**src/sv/chained_free_block_stack_assert.svh**
```systemverilog
// assertion macros for the chained free block stack
`ifndef CHAINED_FREE_BLOCK_STACK_ASSERT_SVH
`define CHAINED_FREE_BLOCK_STACK_ASSERT_SVH
`ifndef SYNTH
`define CFB_ASSERT_IMPL(name, ante, cons, msg) \
  name: assert property (@(posedge clk) disable iff (!rst_n) (ante) |-> (cons)) \
    else $error(msg);
`define CFB_ASSERT_NEXT(name, ante, cons, msg) \
  name: assert property (@(posedge clk) disable iff (!rst_n) (ante) |=> (cons)) \
    else $error(msg);
`else
`define CFB_ASSERT_IMPL(name, ante, cons, msg)
`define CFB_ASSERT_NEXT(name, ante, cons, msg)
`endif
`endif

```
**src/sv/cfb_pkg.sv**
```systemverilog
// types and constants shared by the free block stack modules
package cfb_pkg;

  localparam int CNT_W       = 6;
  localparam int WORD_W      = 32;
  localparam int OP_W        = 3;
  localparam int CFG_ADDR_W  = 2;
  localparam int IN_TDATA_W  = 40;
  localparam int OUT_TDATA_W = 80;

  localparam logic [CFG_ADDR_W-1:0] CFG_DATA_FIRST  = 2'd0;
  localparam logic [CFG_ADDR_W-1:0] CFG_VOLUME_SIZE = 2'd1;
  localparam logic [CFG_ADDR_W-1:0] CFG_CACHE_DEPTH = 2'd2;

  typedef enum logic [OP_W-1:0] {
    OP_ALLOC      = 3'd0,
    OP_FREE       = 3'd1,
    OP_REFILL_CNT = 3'd2,
    OP_REFILL_ENT = 3'd3,
    OP_SPILL_ACK  = 3'd4
  } op_t;

  typedef enum logic [1:0] {
    KIND_ALLOC = 2'd0,
    KIND_FETCH = 2'd1,
    KIND_SPILL = 2'd2,
    KIND_FREE  = 2'd3
  } kind_t;

  typedef enum logic [1:0] {
    ST_OK        = 2'd0,
    ST_NO_SPACE  = 2'd1,
    ST_IO_ERROR  = 2'd2,
    ST_BAD_BLOCK = 2'd3
  } status_t;

  typedef enum logic [1:0] {
    S_IDLE  = 2'd0,
    S_EXEC  = 2'd1,
    S_SP_RD = 2'd2,
    S_SP_EM = 2'd3
  } state_t;

  typedef enum logic [1:0] {
    MODE_IDLE    = 2'd0,
    MODE_COUNT   = 2'd1,
    MODE_ENTRIES = 2'd2,
    MODE_ACK     = 2'd3
  } mode_t;

  typedef enum logic {RD_POP = 1'b0, RD_SPILL = 1'b1} rd_sel_t;

  typedef enum logic [1:0] {
    WR_SENTINEL = 2'd0,
    WR_PUSH     = 2'd1,
    WR_REFILL   = 2'd2,
    WR_ACK      = 2'd3
  } wr_sel_t;

  typedef enum logic [2:0] {
    CNT_HOLD = 3'd0,
    CNT_DEC  = 3'd1,
    CNT_INC  = 3'd2,
    CNT_ZERO = 3'd3,
    CNT_ONE  = 3'd4,
    CNT_LOAD = 3'd5
  } cnt_op_t;

  typedef enum logic [1:0] {
    FREE_HOLD = 2'd0,
    FREE_DEC  = 2'd1,
    FREE_INC  = 2'd2
  } free_op_t;

  typedef enum logic [1:0] {
    PEND_HOLD  = 2'd0,
    PEND_RDATA = 2'd1,
    PEND_VALUE = 2'd2
  } pend_op_t;

  typedef enum logic [1:0] {
    IDX_HOLD = 2'd0,
    IDX_CLR  = 2'd1,
    IDX_INC  = 2'd2
  } idx_op_t;

  typedef enum logic [2:0] {
    BLK_ZERO    = 3'd0,
    BLK_RDATA   = 3'd1,
    BLK_VALUE   = 3'd2,
    BLK_PENDING = 3'd3,
    BLK_COUNT   = 3'd4
  } blk_sel_t;

  typedef struct packed {
    logic     latch_in;
    logic     rd_en;
    rd_sel_t  rd_sel;
    logic     wr_en;
    wr_sel_t  wr_sel;
    cnt_op_t  cnt_op;
    free_op_t free_op;
    logic     set_dirty;
    pend_op_t pend_op;
    idx_op_t  pos_op;
    idx_op_t  sp_op;
    logic     emit;
    kind_t    kind;
    status_t  status;
    blk_sel_t blk_sel;
    logic     idx_spill;
    logic     last;
  } cmd_t;

  typedef struct packed {
    logic [OP_W-1:0] op;
    logic            err;
    logic            count_zero;
    logic            count_one;
    logic            count_ge_depth;
    logic            val_in_range;
    logic            val_gt_depth;
    logic            rd_zero;
    logic            rd_in_range;
    logic            pos_last;
    logic            sp_last;
    logic            out_free;
  } stat_t;

endpackage

```
**src/sv/cfb_dp.sv**
```systemverilog
// datapath: cache memory, counters, config registers and result register
module cfb_dp import cfb_pkg::*; #(
  parameter int CACHE_DEPTH = 50
) (
  input  logic                  clk,
  input  logic                  rst_n,
  input  cmd_t                  cmd,
  output stat_t                 stat,
  input  logic [OP_W-1:0]       in_op,
  input  logic [WORD_W-1:0]     in_value,
  input  logic                  in_err,
  input  logic                  cfg_we,
  input  logic [CFG_ADDR_W-1:0] cfg_addr,
  input  logic [WORD_W-1:0]     cfg_wdata,
  input  logic                  out_tready,
  output logic                  out_tvalid,
  output logic [1:0]            out_kind,
  output logic [1:0]            out_status,
  output logic [WORD_W-1:0]     out_block,
  output logic [CNT_W-1:0]      out_word_index,
  output logic                  out_last,
  output logic [WORD_W-1:0]     out_free_total,
  output logic                  out_dirty
);

  localparam int ADDR_W = (CACHE_DEPTH > 1) ? $clog2(CACHE_DEPTH) : 1;
  localparam logic [CNT_W-1:0] DEPTH_MAX = CNT_W'(CACHE_DEPTH);

  logic [WORD_W-1:0] data_first_r, volume_size_r;
  logic [CNT_W-1:0]  depth_cfg_r;
  logic [CNT_W-1:0]  depth;

  logic [OP_W-1:0]   op_r;
  logic [WORD_W-1:0] value_r;
  logic              err_r;

  logic [WORD_W-1:0] stack_r [CACHE_DEPTH];
  logic [WORD_W-1:0] rdata_r;
  logic [ADDR_W-1:0] rd_addr, wr_addr;
  logic [WORD_W-1:0] wr_data;
  logic [CNT_W-1:0]  cnt_m1;

  logic [CNT_W-1:0]  count_r, count_nxt;
  logic [WORD_W-1:0] free_r, free_nxt;
  logic              dirty_r, dirty_nxt;
  logic [WORD_W-1:0] pending_r, pending_nxt;
  logic [CNT_W-1:0]  pos_r, pos_nxt;
  logic [CNT_W-1:0]  sp_r, sp_nxt;
  logic [WORD_W-1:0] emit_block;

  logic              out_valid_r;
  kind_t             out_kind_r;
  status_t           out_status_r;
  logic [WORD_W-1:0] out_block_r;
  logic [CNT_W-1:0]  out_idx_r;
  logic              out_last_r;
  logic [WORD_W-1:0] out_free_r;
  logic              out_dirty_r;

  // a depth of zero acts as one, anything above the memory as the memory
  always_comb begin
    if (depth_cfg_r == '0) begin
      depth = CNT_W'(1);
    end else if (depth_cfg_r > DEPTH_MAX) begin
      depth = DEPTH_MAX;
    end else begin
      depth = depth_cfg_r;
    end
  end

  always_ff @(posedge clk) begin
    if (!rst_n) begin
      data_first_r  <= WORD_W'(2);
      volume_size_r <= '0;
      depth_cfg_r   <= CNT_W'(50);
    end else if (cfg_we) begin
      case (cfg_addr)
        CFG_DATA_FIRST:  data_first_r  <= cfg_wdata;
        CFG_VOLUME_SIZE: volume_size_r <= cfg_wdata;
        CFG_CACHE_DEPTH: depth_cfg_r   <= cfg_wdata[CNT_W-1:0];
        default: ;
      endcase
    end
  end

  always_ff @(posedge clk) begin
    if (cmd.latch_in) begin
      op_r    <= in_op;
      value_r <= in_value;
      err_r   <= in_err;
    end
  end

  assign cnt_m1 = count_r - CNT_W'(1);

  always_comb begin
    if (cmd.rd_sel == RD_SPILL) begin
      rd_addr = sp_r[ADDR_W-1:0];
    end else if (count_r == '0) begin
      rd_addr = '0;
    end else begin
      rd_addr = cnt_m1[ADDR_W-1:0];
    end
  end

  always_comb begin
    case (cmd.wr_sel)
      WR_SENTINEL: begin
        wr_addr = '0;
        wr_data = '0;
      end
      WR_PUSH: begin
        wr_addr = count_r[ADDR_W-1:0];
        wr_data = value_r;
      end
      WR_REFILL: begin
        wr_addr = pos_r[ADDR_W-1:0];
        wr_data = value_r;
      end
      WR_ACK: begin
        wr_addr = '0;
        wr_data = pending_r;
      end
      default: begin
        wr_addr = '0;
        wr_data = '0;
      end
    endcase
  end

  always_ff @(posedge clk) begin
    if (cmd.wr_en) begin
      stack_r[wr_addr] <= wr_data;
    end
    if (cmd.rd_en) begin
      rdata_r <= stack_r[rd_addr];
    end
  end

  always_comb begin
    case (cmd.cnt_op)
      CNT_DEC:  count_nxt = cnt_m1;
      CNT_INC:  count_nxt = count_r + CNT_W'(1);
      CNT_ZERO: count_nxt = '0;
      CNT_ONE:  count_nxt = CNT_W'(1);
      CNT_LOAD: count_nxt = value_r[CNT_W-1:0];
      default:  count_nxt = count_r;
    endcase

    // free count saturates at both ends
    case (cmd.free_op)
      FREE_DEC: free_nxt = (free_r != '0) ? free_r - WORD_W'(1) : free_r;
      FREE_INC: free_nxt = (free_r != '1) ? free_r + WORD_W'(1) : free_r;
      default:  free_nxt = free_r;
    endcase

    dirty_nxt = dirty_r | cmd.set_dirty;

    case (cmd.pend_op)
      PEND_RDATA: pending_nxt = rdata_r;
      PEND_VALUE: pending_nxt = value_r;
      default:    pending_nxt = pending_r;
    endcase

    case (cmd.pos_op)
      IDX_CLR: pos_nxt = '0;
      IDX_INC: pos_nxt = pos_r + CNT_W'(1);
      default: pos_nxt = pos_r;
    endcase

    case (cmd.sp_op)
      IDX_CLR: sp_nxt = '0;
      IDX_INC: sp_nxt = sp_r + CNT_W'(1);
      default: sp_nxt = sp_r;
    endcase

    case (cmd.blk_sel)
      BLK_RDATA:   emit_block = rdata_r;
      BLK_VALUE:   emit_block = value_r;
      BLK_PENDING: emit_block = pending_r;
      BLK_COUNT:   emit_block = {{(WORD_W-CNT_W){1'b0}}, count_r};
      default:     emit_block = '0;
    endcase
  end

  always_ff @(posedge clk) begin
    if (!rst_n) begin
      count_r   <= '0;
      free_r    <= '0;
      dirty_r   <= 1'b0;
      pending_r <= '0;
      pos_r     <= '0;
      sp_r      <= '0;
    end else begin
      count_r   <= count_nxt;
      free_r    <= free_nxt;
      dirty_r   <= dirty_nxt;
      pending_r <= pending_nxt;
      pos_r     <= pos_nxt;
      sp_r      <= sp_nxt;
    end
  end

  // single result register, reloaded on the cycle its beat is taken
  always_ff @(posedge clk) begin
    if (!rst_n) begin
      out_valid_r <= 1'b0;
    end else if (cmd.emit) begin
      out_valid_r <= 1'b1;
    end else if (out_tready) begin
      out_valid_r <= 1'b0;
    end
  end

  always_ff @(posedge clk) begin
    if (cmd.emit) begin
      out_kind_r   <= cmd.kind;
      out_status_r <= cmd.status;
      out_block_r  <= emit_block;
      out_idx_r    <= cmd.idx_spill ? sp_r + CNT_W'(1) : '0;
      out_last_r   <= cmd.last;
      out_free_r   <= free_nxt;
      out_dirty_r  <= dirty_nxt;
    end
  end

  always_comb begin
    stat.op             = op_r;
    stat.err            = err_r;
    stat.count_zero     = (count_r == '0);
    stat.count_one      = (count_r == CNT_W'(1));
    stat.count_ge_depth = (count_r >= depth);
    stat.val_in_range   = (value_r >= data_first_r) && (value_r < volume_size_r);
    stat.val_gt_depth   = (value_r > {{(WORD_W-CNT_W){1'b0}}, depth});
    stat.rd_zero        = (rdata_r == '0);
    stat.rd_in_range    = (rdata_r >= data_first_r) && (rdata_r < volume_size_r);
    stat.pos_last       = ({1'b0, pos_r} + (CNT_W+1)'(1)) >= {1'b0, depth};
    stat.sp_last        = ((sp_r + CNT_W'(1)) == depth);
    stat.out_free       = !out_valid_r || out_tready;
  end

  assign out_tvalid     = out_valid_r;
  assign out_kind       = out_kind_r;
  assign out_status     = out_status_r;
  assign out_block      = out_block_r;
  assign out_word_index = out_idx_r;
  assign out_last       = out_last_r;
  assign out_free_total = out_free_r;
  assign out_dirty      = out_dirty_r;

endmodule

```
**src/sv/cfb_ctrl.sv**
```systemverilog
// controller: sequencing state machine and host wait mode
`include "chained_free_block_stack_assert.svh"
module cfb_ctrl import cfb_pkg::*; (
  input  logic  clk,
  input  logic  rst_n,
  input  logic  in_tvalid,
  output logic  in_tready,
  input  stat_t stat,
  output cmd_t  cmd
);

  state_t state_r, state_nxt;
  mode_t  mode_r, mode_nxt;

  always_ff @(posedge clk) begin
    if (!rst_n) begin
      state_r <= S_IDLE;
      mode_r  <= MODE_IDLE;
    end else begin
      state_r <= state_nxt;
      mode_r  <= mode_nxt;
    end
  end

  always_comb begin
    state_nxt = state_r;
    mode_nxt  = mode_r;
    cmd       = '0;
    in_tready = 1'b0;
    case (state_r)
      S_IDLE: begin
        in_tready = 1'b1;
        if (in_tvalid) begin
          // start the pop read right away, the top entry is known
          cmd.latch_in = 1'b1;
          cmd.rd_en    = 1'b1;
          cmd.rd_sel   = RD_POP;
          state_nxt    = S_EXEC;
        end
      end

      S_EXEC: begin
        state_nxt = S_IDLE;
        if (mode_r == MODE_IDLE && stat.op == OP_ALLOC) begin
          if (!stat.out_free) begin
            state_nxt = S_EXEC;
          end else begin
            cmd.emit = 1'b1;
            cmd.last = 1'b1;
            cmd.kind = KIND_ALLOC;
            if (stat.count_zero) begin
              cmd.status = ST_NO_SPACE;
            end else begin
              cmd.cnt_op = CNT_DEC;
              if (stat.rd_zero) begin
                cmd.status = ST_NO_SPACE;
              end else if (!stat.rd_in_range) begin
                cmd.status = ST_BAD_BLOCK;
              end else if (stat.count_one) begin
                // bottom entry is the next chain block
                cmd.pend_op = PEND_RDATA;
                cmd.kind    = KIND_FETCH;
                cmd.blk_sel = BLK_RDATA;
                mode_nxt    = MODE_COUNT;
              end else begin
                cmd.free_op   = FREE_DEC;
                cmd.set_dirty = 1'b1;
                cmd.blk_sel   = BLK_RDATA;
              end
            end
          end
        end else if (mode_r == MODE_IDLE && stat.op == OP_FREE) begin
          if (!stat.val_in_range) begin
            if (!stat.out_free) begin
              state_nxt = S_EXEC;
            end else begin
              cmd.emit    = 1'b1;
              cmd.last    = 1'b1;
              cmd.kind    = KIND_FREE;
              cmd.status  = ST_BAD_BLOCK;
              cmd.blk_sel = BLK_VALUE;
            end
          end else if (stat.count_zero) begin
            // end of chain marker first, then run the free again
            cmd.wr_en  = 1'b1;
            cmd.wr_sel = WR_SENTINEL;
            cmd.cnt_op = CNT_ONE;
            state_nxt  = S_EXEC;
          end else if (stat.count_ge_depth) begin
            if (!stat.out_free) begin
              state_nxt = S_EXEC;
            end else begin
              cmd.emit    = 1'b1;
              cmd.kind    = KIND_SPILL;
              cmd.blk_sel = BLK_COUNT;
              cmd.pend_op = PEND_VALUE;
              cmd.sp_op   = IDX_CLR;
              mode_nxt    = MODE_ACK;
              state_nxt   = S_SP_RD;
            end
          end else if (!stat.out_free) begin
            state_nxt = S_EXEC;
          end else begin
            cmd.wr_en   = 1'b1;
            cmd.wr_sel  = WR_PUSH;
            cmd.cnt_op  = CNT_INC;
            cmd.free_op = FREE_INC;
            cmd.emit    = 1'b1;
            cmd.last    = 1'b1;
            cmd.kind    = KIND_FREE;
            cmd.blk_sel = BLK_VALUE;
          end
        end else if ((mode_r == MODE_COUNT && stat.op == OP_REFILL_CNT) ||
                     (mode_r == MODE_ENTRIES && stat.op == OP_REFILL_ENT)) begin
          if (stat.err || (mode_r == MODE_COUNT && stat.val_gt_depth)) begin
            if (!stat.out_free) begin
              state_nxt = S_EXEC;
            end else begin
              cmd.cnt_op = CNT_ZERO;
              cmd.emit   = 1'b1;
              cmd.last   = 1'b1;
              cmd.kind   = KIND_ALLOC;
              cmd.status = ST_IO_ERROR;
              mode_nxt   = MODE_IDLE;
            end
          end else if (mode_r == MODE_COUNT) begin
            cmd.cnt_op = CNT_LOAD;
            cmd.pos_op = IDX_CLR;
            mode_nxt   = MODE_ENTRIES;
          end else if (!stat.pos_last) begin
            cmd.wr_en  = 1'b1;
            cmd.wr_sel = WR_REFILL;
            cmd.pos_op = IDX_INC;
          end else if (!stat.out_free) begin
            state_nxt = S_EXEC;
          end else begin
            // last entry in: the deferred alloc answer goes out now
            cmd.wr_en     = 1'b1;
            cmd.wr_sel    = WR_REFILL;
            cmd.pos_op    = IDX_INC;
            cmd.free_op   = FREE_DEC;
            cmd.set_dirty = 1'b1;
            cmd.emit      = 1'b1;
            cmd.last      = 1'b1;
            cmd.kind      = KIND_ALLOC;
            cmd.blk_sel   = BLK_PENDING;
            mode_nxt      = MODE_IDLE;
          end
        end else if (mode_r == MODE_ACK && stat.op == OP_SPILL_ACK) begin
          if (!stat.out_free) begin
            state_nxt = S_EXEC;
          end else begin
            cmd.emit    = 1'b1;
            cmd.last    = 1'b1;
            cmd.kind    = KIND_FREE;
            cmd.blk_sel = BLK_PENDING;
            mode_nxt    = MODE_IDLE;
            if (stat.err) begin
              // failed write: the block is leaked
              cmd.status = ST_IO_ERROR;
            end else begin
              cmd.wr_en   = 1'b1;
              cmd.wr_sel  = WR_ACK;
              cmd.cnt_op  = CNT_ONE;
              cmd.free_op = FREE_INC;
            end
          end
        end
      end

      S_SP_RD: begin
        cmd.rd_en  = 1'b1;
        cmd.rd_sel = RD_SPILL;
        state_nxt  = S_SP_EM;
      end

      S_SP_EM: begin
        if (stat.out_free) begin
          cmd.emit      = 1'b1;
          cmd.kind      = KIND_SPILL;
          cmd.blk_sel   = BLK_RDATA;
          cmd.idx_spill = 1'b1;
          cmd.last      = stat.sp_last;
          if (stat.sp_last) begin
            state_nxt = S_IDLE;
          end else begin
            cmd.sp_op = IDX_INC;
            state_nxt = S_SP_RD;
          end
        end
      end

      default: begin
        state_nxt = S_IDLE;
      end
    endcase
  end

  `CFB_ASSERT_IMPL(a_emit_needs_slot, cmd.emit, stat.out_free, "result written over a waiting beat")
  `CFB_ASSERT_NEXT(a_spill_ends_in_ack, state_r == S_SP_EM && cmd.emit && stat.sp_last, state_r == S_IDLE && mode_r == MODE_ACK, "spill did not leave the block waiting for ack")
  `CFB_ASSERT_IMPL(a_spill_mode, state_r == S_SP_RD || state_r == S_SP_EM, mode_r == MODE_ACK, "spill walk outside ack wait")

endmodule

```
**src/sv/chained_free_block_stack.sv**
```systemverilog
// Free block cache of a chained free list: a stack of block numbers in a memory.
// Input channel in_*: one beat per command; in_tuser carries the operation
// (alloc, free, refill count, refill entry, spill ack), in_tdata the value and
// the host io error flag. Result channel out_*: out_tuser gives the result kind,
// out_tlast marks the last result caused by one input beat. Config port cfg_*
// writes data_first, volume_size and cache_depth; the user must do so only while
// the block is idle, the block does not enforce it. A beat is captured with the pop
// read when idle, then executed. A free on an empty cache writes the end of
// chain marker first, then executes again. A spill emits the cache count, then
// walks the cache through its single read port, emitting each entry read.
// The block can take the next beat while a result still waits on out_tready; a
// stalled receiver holds the block only when a new result is ready to go.
// Reset clears the count, free total, dirty mark and wait mode at once; the
// cache memory is not cleared and needs no clearing pass.
module chained_free_block_stack import cfb_pkg::*; #(
  parameter int CACHE_DEPTH = 50
) (
  input  logic                   clk,
  input  logic                   rst_n,
  input  logic                   in_tvalid,
  output logic                   in_tready,
  input  logic [IN_TDATA_W-1:0]  in_tdata,   // value[31:0], io_error[32], zero pad
  input  logic [OP_W-1:0]        in_tuser,   // operation[2:0]
  output logic                   out_tvalid,
  input  logic                   out_tready,
  output logic [OUT_TDATA_W-1:0] out_tdata,  // status[1:0], block[33:2], word_index[39:34],
                                             // free_total[71:40], dirty[72], zero pad
  output logic [1:0]             out_tuser,  // kind[1:0]
  output logic                   out_tlast,
  input  logic                   cfg_we,
  input  logic [CFG_ADDR_W-1:0]  cfg_addr,
  input  logic [WORD_W-1:0]      cfg_wdata
);

  cmd_t              cmd;
  stat_t             stat;
  logic [1:0]        out_status;
  logic [WORD_W-1:0] out_block;
  logic [CNT_W-1:0]  out_word_index;
  logic [WORD_W-1:0] out_free_total;
  logic              out_dirty;

  cfb_ctrl u_ctrl (
    .clk       (clk),
    .rst_n     (rst_n),
    .in_tvalid (in_tvalid),
    .in_tready (in_tready),
    .stat      (stat),
    .cmd       (cmd)
  );

  cfb_dp #(
    .CACHE_DEPTH (CACHE_DEPTH)
  ) u_dp (
    .clk            (clk),
    .rst_n          (rst_n),
    .cmd            (cmd),
    .stat           (stat),
    .in_op          (in_tuser),
    .in_value       (in_tdata[WORD_W-1:0]),
    .in_err         (in_tdata[WORD_W]),
    .cfg_we         (cfg_we),
    .cfg_addr       (cfg_addr),
    .cfg_wdata      (cfg_wdata),
    .out_tready     (out_tready),
    .out_tvalid     (out_tvalid),
    .out_kind       (out_tuser),
    .out_status     (out_status),
    .out_block      (out_block),
    .out_word_index (out_word_index),
    .out_last       (out_tlast),
    .out_free_total (out_free_total),
    .out_dirty      (out_dirty)
  );

  assign out_tdata = {7'd0, out_dirty, out_free_total, out_word_index, out_block, out_status};

endmodule
```
**config.mk**
```make
export PLATFORM = sky130hd
export DESIGN_NAME = chained_free_block_stack
export DESIGN_NICKNAME = d
export VERILOG_FILES = /design/src/sv/cfb_pkg.sv /design/src/sv/cfb_dp.sv /design/src/sv/cfb_ctrl.sv /design/src/sv/chained_free_block_stack.sv
export VERILOG_INCLUDE_DIRS = /design/src /design/src/sv
export SDC_FILE = /design/constraint.sdc
export NUM_CORES = 2
export LEC_CHECK = 0
export ABC_CLOCK_PERIOD_IN_PS = 6800
export BUFFER_PORTS_ARGS = -buffer_cell sky130_fd_sc_hd__buf_4
export CAP_MARGIN = 30
export CORE_MARGIN = 2
export CORE_UTILIZATION = 63
export CTS_CLUSTER_DIAMETER = 30
export DETAILED_ROUTE_END_ITERATION = 10
export PLACE_DENSITY = 0.8
export SLEW_MARGIN = 20
export SYNTH_ARGS = -nofsm -noshare
export SYNTH_HDL_FRONTEND = slang
export SYNTH_SLANG_ARGS = --single-unit
export TNS_END_PERCENT = 20
```
**constraint.sdc**
```tcl
create_clock -name clk -period 6.8 [get_ports clk]
set_input_delay 0.68 -clock clk [delete_from_list [all_inputs] [get_ports clk]]
set_output_delay 0.68 -clock clk [all_outputs]
set_load 0.01 [all_outputs]
```
# Word level (Yosys, flattened, before mapping)

Memory sizes are Yosys's and may differ from the RTL's. A register that Yosys moved wholly into a read port is not among the register bits.
Index checks and enable logic that the tools add are counted.

Flip-flop bits (word level): 270
RAM bits: 1600
Bits of input ports: 82
Word-level logic and storage cells: 270
Memories: 1

$add $sub $neg: 7
Magnitude comparators: 8
Equality and inequality tests: 47
Muxes and demuxes: 150
Bitwise logic cells: 1
Reductions and logical operators: 34

Memory list:

| memory       | depth | bits a word | read ports | clocked after memory_dff | write ports | line         | RTL |
|---|---|---|---|---|---|---|---|
| u_dp.stack_r | 50    | 32          | 1          | 1                        | 1           | cfb_dp.sv:37 | `logic [WORD_W-1:0] stack_r [CACHE_DEPTH];` |

Operator list:

| kind                                                                 | number |
|---|---|
| 8-bit 2-to-1 mux                                                     | 17 |
| 32-bit one-hot mux with 2 select lines                               | 2 |
| 32-bit one-hot mux with 4 select lines                               | 1 |
| 2-bit 2-to-1 mux                                                     | 54 |
| 32-bit one-hot mux with 3 select lines                               | 1 |
| 3-bit 2-to-1 mux                                                     | 22 |
| 32-bit greater-or-equal comparator                                   | 2 |
| 32-bit less-than comparator                                          | 2 |
| 32-bit 2-to-1 mux                                                    | 2 |
| 6-bit 2-to-1 mux                                                     | 6 |
| 32-bit by 1-bit adder with 32-bit output, second input constant      | 1 |
| 32-bit by 6-bit greater-than comparator with 1-bit output            | 1 |
| 32-bit zero test                                                     | 1 |
| 32-bit != test, second input constant                                | 1 |
| 32-bit nonzero test                                                  | 1 |
| 32-bit by 1-bit subtractor with 32-bit output, second input constant | 1 |
| 6-bit one-hot mux with 5 select lines                                | 1 |
| 1-bit 2-to-1 mux                                                     | 28 |
| 6-bit one-hot mux with 2 select lines                                | 2 |
| 2-bit == test, second input constant                                 | 11 |
| 5-bit 2-to-1 mux                                                     | 4 |
| 6-bit by 1-bit adder with 6-bit output, second input constant        | 3 |
| 3-bit by 2-bit == test with 1-bit output, second input constant      | 6 |
| 6-bit one-hot mux with 3 select lines                                | 1 |
| 35 further kinds                                                     | 76 |

# Logic depth before layout (Yosys ltp)

Depth in word-level cells: 14
Mapped depth: 21
Depth with buffers taken out: 21

# Modules after synthesis

A second synthesis with hierarchy kept.

Cells, all modules: 6636
Area total of the unflattened synthesis: 86178.9 um^2

Modules (own cells, without submodules):

| module                   | times used | cells an instance | area each (um^2) |
|---|---|---|---|
| cfb_dp                   | 1          | 6486              | 85230.5 |
| cfb_ctrl                 | 1          | 141               | 884.6 |
| chained_free_block_stack | 1          | 9                 | 63.8 |

# Worst setup path before layout

OpenSTA, ideal clock, no wires.

Path type: register to register
Start point: reg u_dp.value_r[0]
End point: reg u_dp.out_block_r[0], in the netlist u_dp.out_block[0], enable pin
Arrival time: 5615 ps
Setup slack: 674 ps
Cell stages (with the launch flop): 13
Path buffers: 1
Clock period less this slack: 6126 ps
Path through: edfxtp_1 inv_1 ha_1 nand2b_1 a2111o_1 o211ai_1 o211ai_1 a41o_1 clkbuf_1 nand3_1 a21oi_1 o32a_1 nor2_1

RTL lines:

| element                | line          | RTL |
|---|---|---|
| start, declared        | cfb_dp.sv:34  | `logic [WORD_W-1:0] value_r;` |
| start signal, assigned | cfb_dp.sv:89  | `value_r <= in_value;` |
| end signal, assigned   | cfb_dp.sv:219 | `out_block_r <= emit_block;` |
| end, declared          | cfb_dp.sv:54  | `logic [WORD_W-1:0] out_block_r;` |

# Final worst setup path

Start point: reg u_dp.depth_cfg_r[2]
End point: mem u_dp.stack_r[4][25], enable pin

Cells in the longest elaborated chain, start to end: 14
Elaborated cells on any way between the ends: 27
Those cells by class: order compare (4); eq/ne (3); mux (15); reduce/logical (5)

Ends and longest elaborated chain:

| element                                                                                                                                          | line                             | RTL |
|---|---|---|
| start, declared                                                                                                                                  | cfb_dp.sv:30                     | `logic [CNT_W-1:0] depth_cfg_r;` |
| start signal, assigned                                                                                                                           | cfb_dp.sv:80                     | `CFG_CACHE_DEPTH: depth_cfg_r <= cfg_wdata[CNT_W-1:0];` |
| 6-bit greater-than comparator                                                                                                                    | cfb_dp.sv:64                     | `end else if (depth_cfg_r > DEPTH_MAX) begin` |
| 6-bit 2-to-1 mux                                                                                                                                 | cfb_dp.sv:64                     |  |
| 6-bit 2-to-1 mux *                                                                                                                               | cfb_dp.sv:62                     | `if (depth_cfg_r == '0) begin` |
| 32-bit by 6-bit greater-than comparator with 1-bit output / 7-bit by 6-bit greater-or-equal comparator with 1-bit output (equally long branches) | cfb_dp.sv:234, cfb_dp.sv:237     |  |
| 1-bit logical AND / 3-bit 2-to-1 mux (equally long branches)                                                                                     | cfb_ctrl.sv:115, cfb_ctrl.sv:130 |  |
| 1-bit logical OR / 3-bit 2-to-1 mux (equally long branches)                                                                                      | cfb_ctrl.sv:115, cfb_ctrl.sv:126 |  |
| 3-bit 2-to-1 mux                                                                                                                                 | cfb_ctrl.sv:115                  | `if (stat.err \|\| (mode_r == MODE_COUNT && stat.val_gt_depth)) begin` |
| 8-bit 2-to-1 mux                                                                                                                                 | cfb_ctrl.sv:113                  | `end else if ((mode_r == MODE_COUNT && stat.op == OP_REFILL_CNT) \|\|` |
| 8-bit 2-to-1 mux *                                                                                                                               | cfb_ctrl.sv:72                   | `end else if (mode_r == MODE_IDLE && stat.op == OP_FREE) begin` |
| 3-bit 2-to-1 mux *                                                                                                                               | cfb_ctrl.sv:44                   | `if (mode_r == MODE_IDLE && stat.op == OP_ALLOC) begin` |
| 13-bit 2-to-1 mux *                                                                                                                              | cfb_ctrl.sv:30                   | `case (state_r)` |
| 2-bit == test / 2-bit zero test (equally long branches)                                                                                          | cfb_dp.sv:107                    | `case (cmd.wr_sel)` |
| 2-bit OR reduction (no line)                                                                                                                     | -                                |  |
| 6-bit one-hot mux with 3 select lines                                                                                                            | cfb_dp.sv:107                    |  |
| end, declared                                                                                                                                    | cfb_dp.sv:37                     |  |

Every way passes the cells marked *; elsewhere a longest branch is shown, timed or not.

==> impl_metrics.env <==
export IMPL_timing_hold_ws_ns=0.04317
export IMPL_dieWidth_um=364.3
export IMPL_crit_path_start="u_dp.depth_cfg_r[2]"
export IMPL_synth_area_top_cells="edfxtp_1 64%, nand2_1 8.3%, dfxtp_1 3.9%"
export IMPL_die_area_mm2=0.1327
export IMPL_slew_headroom=0.2472
export IMPL_regMostFlops="u_dp.stack_r"
export IMPL_fin_cells=9141
export IMPL_hold_violations=0
export IMPL_synth_edf_count=1744
export IMPL_pre_cts_slack_ns=1.009
export IMPL_synthArstFlopShare=0
export IMPL_die_h_um=364.3
export IMPL_grt_pass1_wl_um=362800
export IMPL_cts_tree="yes"
export IMPL_status="complete, no violations"
export IMPL_fin_skew_ns=0.08764
export IMPL_viasPerCell=6.717
export IMPL_final_nets=7366
export IMPL_r2r_worst_path_cells=19
export IMPL_crit_arrival_ns=6.53
export IMPL_clkLatencyLatePin_ns=0.93
export IMPL_wl_um=246900
export IMPL_post_cts_buffers=0
export IMPL_grt_setup_unrepaired="no"
export IMPL_post_route_min_period_ns=5.994
export IMPL_min_delay_start="cfg_wdata[11]"
export IMPL_reg2reg_from="u_dp.depth_cfg_r[2]"
export IMPL_slew_violations=0
export IMPL_routedWlPerCell_um=27.01
export IMPL_yosysTopAreaCell="edfxtp_1"
export IMPL_setup_tns_ns=0
export IMPL_yosysMostFrequentCell="nand2_1"
export IMPL_max_slew_worst_pin_slew_ns=1.122
export IMPL_cts_hold_buf=36
export IMPL_antenna_found_initial=12
export IMPL_finalSetupViolCount=0
export IMPL_design_area_mm2=0.09805
export IMPL_syn_avg_cell_area_um2=11.95
export IMPL_dp_hpwl_um=132600
export IMPL_grt_max_degree=135
export IMPL_criticalPathCategory="reg -> reg"
export IMPL_yosysWarnings=0
export IMPL_finalPower_mw=33.54
export IMPL_row_count=132
export IMPL_clockBufferDepth=4
export IMPL_max_cap_viol_count=0
export IMPL_dp_cells=8465
export IMPL_synth_top_cells_by_count="1817 x nand2_1, 1744 x edfxtp_1, 625 x nand3_1, 282 x clkbuf_1, 269 x nor2_1"
export IMPL_drtIter0Drc=9849
export IMPL_cts_made_buffers=353
export IMPL_period_share=0.8815
export IMPL_synth_cell_types=98
export IMPL_syn2layout_area_growth_pct=19.87
export IMPL_fmax_ghz=0.1668
export IMPL_ys_flop_type="edfxtp_1"
export IMPL_cp_max_fo=32
export IMPL_vias=61400
export IMPL_drive_above_1_share=0.1446
export IMPL_ff2ff_setup_slack_ns=0.81
export IMPL_placed_area_mm2=0.08600
export IMPL_cts_resized=0
export IMPL_track_usage=0.3654
export IMPL_ys_seq_area_frac=0.6790
export IMPL_finalWeightedCongestion=0.9133
export IMPL_final_core_util=0.7591
export IMPL_core_area_mm2=0.1292
export IMPL_grt_pass1_vias=60130
export IMPL_clock_sinks=1902
export IMPL_dr_pass1_iters=7
export IMPL_power_density_mw_per_mm2=342.1
export IMPL_ir_worst_vdd_uv=274.3
export IMPL_r2r_end="u_dp.stack_r[4][25]"
export IMPL_synth_area_mm2=0.08179
export IMPL_syn_instance_count=6843
export IMPL_crit_path_end_kind="register"
export IMPL_synth_seq_cells=1902
export IMPL_antenna_left=0
export IMPL_hp_class="in -> reg"
export IMPL_drc_errors=0
export IMPL_initial_core_util=0.6333
export IMPL_cp_start_kind="register"
export IMPL_synth_top_area_share=0.6403
export IMPL_total_leakage_power_nw=35.06
export IMPL_pin_count=167
export IMPL_path_clk_slew_ns=0.06
export IMPL_clockRootBuffer="clkbuf_16"
export IMPL_cp_required_ns=7.34
export IMPL_portBuffers=152
export IMPL_largest_register_ffs=1600
export IMPL_crit_path_end="u_dp.stack_r[4][25]"
export IMPL_finalWorstSetupSlack_ns=0.8060
export IMPL_grt_overflow=0
export IMPL_h_tree_depth=5
## power breakdown
part           leakage [nW]  switching (mW)  internal, mW
Sequential             19.1           0.149          12.7
Clock                  5.60            5.91          11.2
Combinational          10.4            2.51          1.08
## worst min-delay path by stage
| stage | to | cells past startpoint |
|---|---|---|
| floorplan | u_dp.data_first_r[10] | 2 |
| global placement | u_dp.data_first_r[20] | 2 |
| detailed placement | u_dp.data_first_r[15] | 2 |
| CTS | u_dp.data_first_r[21] | 3 |
| global route | u_dp.data_first_r[11] | 3 |
| finish | u_dp.data_first_r[11] | 3 |
## logic make-up after synthesis
family,Yosys count,synth area share
DFF,1902,0.6790
xor gates and xnor gates,19,0.002035
other,1,0.00004585
muxes,39,0.004803
and+or+nand+nor,3138,0.1683
adders and majority gates,161,0.02463
buffers and inverters,557,0.02957
AOI/OAI and AO/OA,1026,0.09169
## critical path, stage by stage, from the launching register on
cell	delay, ns
dfxtp_1	0.32
or2_2	0.32
o21ai_0	0.18
a21oi_1	0.09
nor2_1	0.10
buf_4	0.16
ha_1	0.23
nand2b_1	0.14
a2111oi_0	0.39
o31a_1	0.23
o21ai_0	0.13
nor2_1	0.18
nand4_1	0.12
a21oi_1	0.44
ha_1	0.65
o21ai_0	0.20
a31oi_1	0.51
and2_0	0.64
nor2b_4	0.30
buf_12	0.27
## metal layers
layer | part of all wire | track usage | vias to the layer above | wire length [µm]
met3 | 0.13 | 0.09316 | 913 | 32990
met1 | 0.35 | 0.4713 | 29480 | 85940
met5 | 0.00021 | 0 | - | 53
met2 | 0.46 | 0.5672 | 5029 | 113900
met4 | 0.057 | 0.2099 | 8 | 14010
li1 | - | - | 25980 | -
## cells in the final DEF (no fill, tap or decap), types with 21 or more instances in the layout
cell / synthesis / final
nand2_1: 1817 / 1817
edfxtp_1: 1744 / 1744
nand3_1: 625 / 625
clkbuf_16: 0 / 356
buf_4: 28 / 277
a21oi_1: 231 / 230
a311oi_1: 227 / 227
nor2_1: 269 / 191
and3_1: 173 / 173
ha_1: 161 / 158
dfxtp_1: 158 / 158
inv_1: 89 / 89
a31oi_1: 85 / 85
nor2_4: 0 / 76
o21ai_0: 75 / 75
buf_12: 0 / 67
and2_1: 64 / 62
a211oi_1: 54 / 54
clkinv_2: 0 / 53
o31ai_1: 43 / 43
clkinv_1: 2 / 40
bufinv_16: 0 / 40
a22oi_1: 40 / 39
o21ai_1: 38 / 37
mux2i_1: 37 / 37
dlygate4sd3_1: 0 / 36
a221o_1: 35 / 35
clkbuf_1: 282 / 35
nand4_1: 34 / 34
clkinvlp_4: 0 / 33
a311o_1: 31 / 31
inv_6: 0 / 30
nor3_1: 27 / 27
clkinv_4: 0 / 27
o221a_2: 25 / 25
nand2b_1: 21 / 21
## final cells by class
cell class	instances	area (µm²)
clock buffer	397	9123
multi-input combinational	4390	24600
sequential	1902	55530
tap	1742	2180
fill	7221	31110
clock inverter	228	2449
antenna	6	15.01
timing repair buffer	385	3806
inverter	91	342.8
Note: power is estimated with default switching activity, not from simulation.
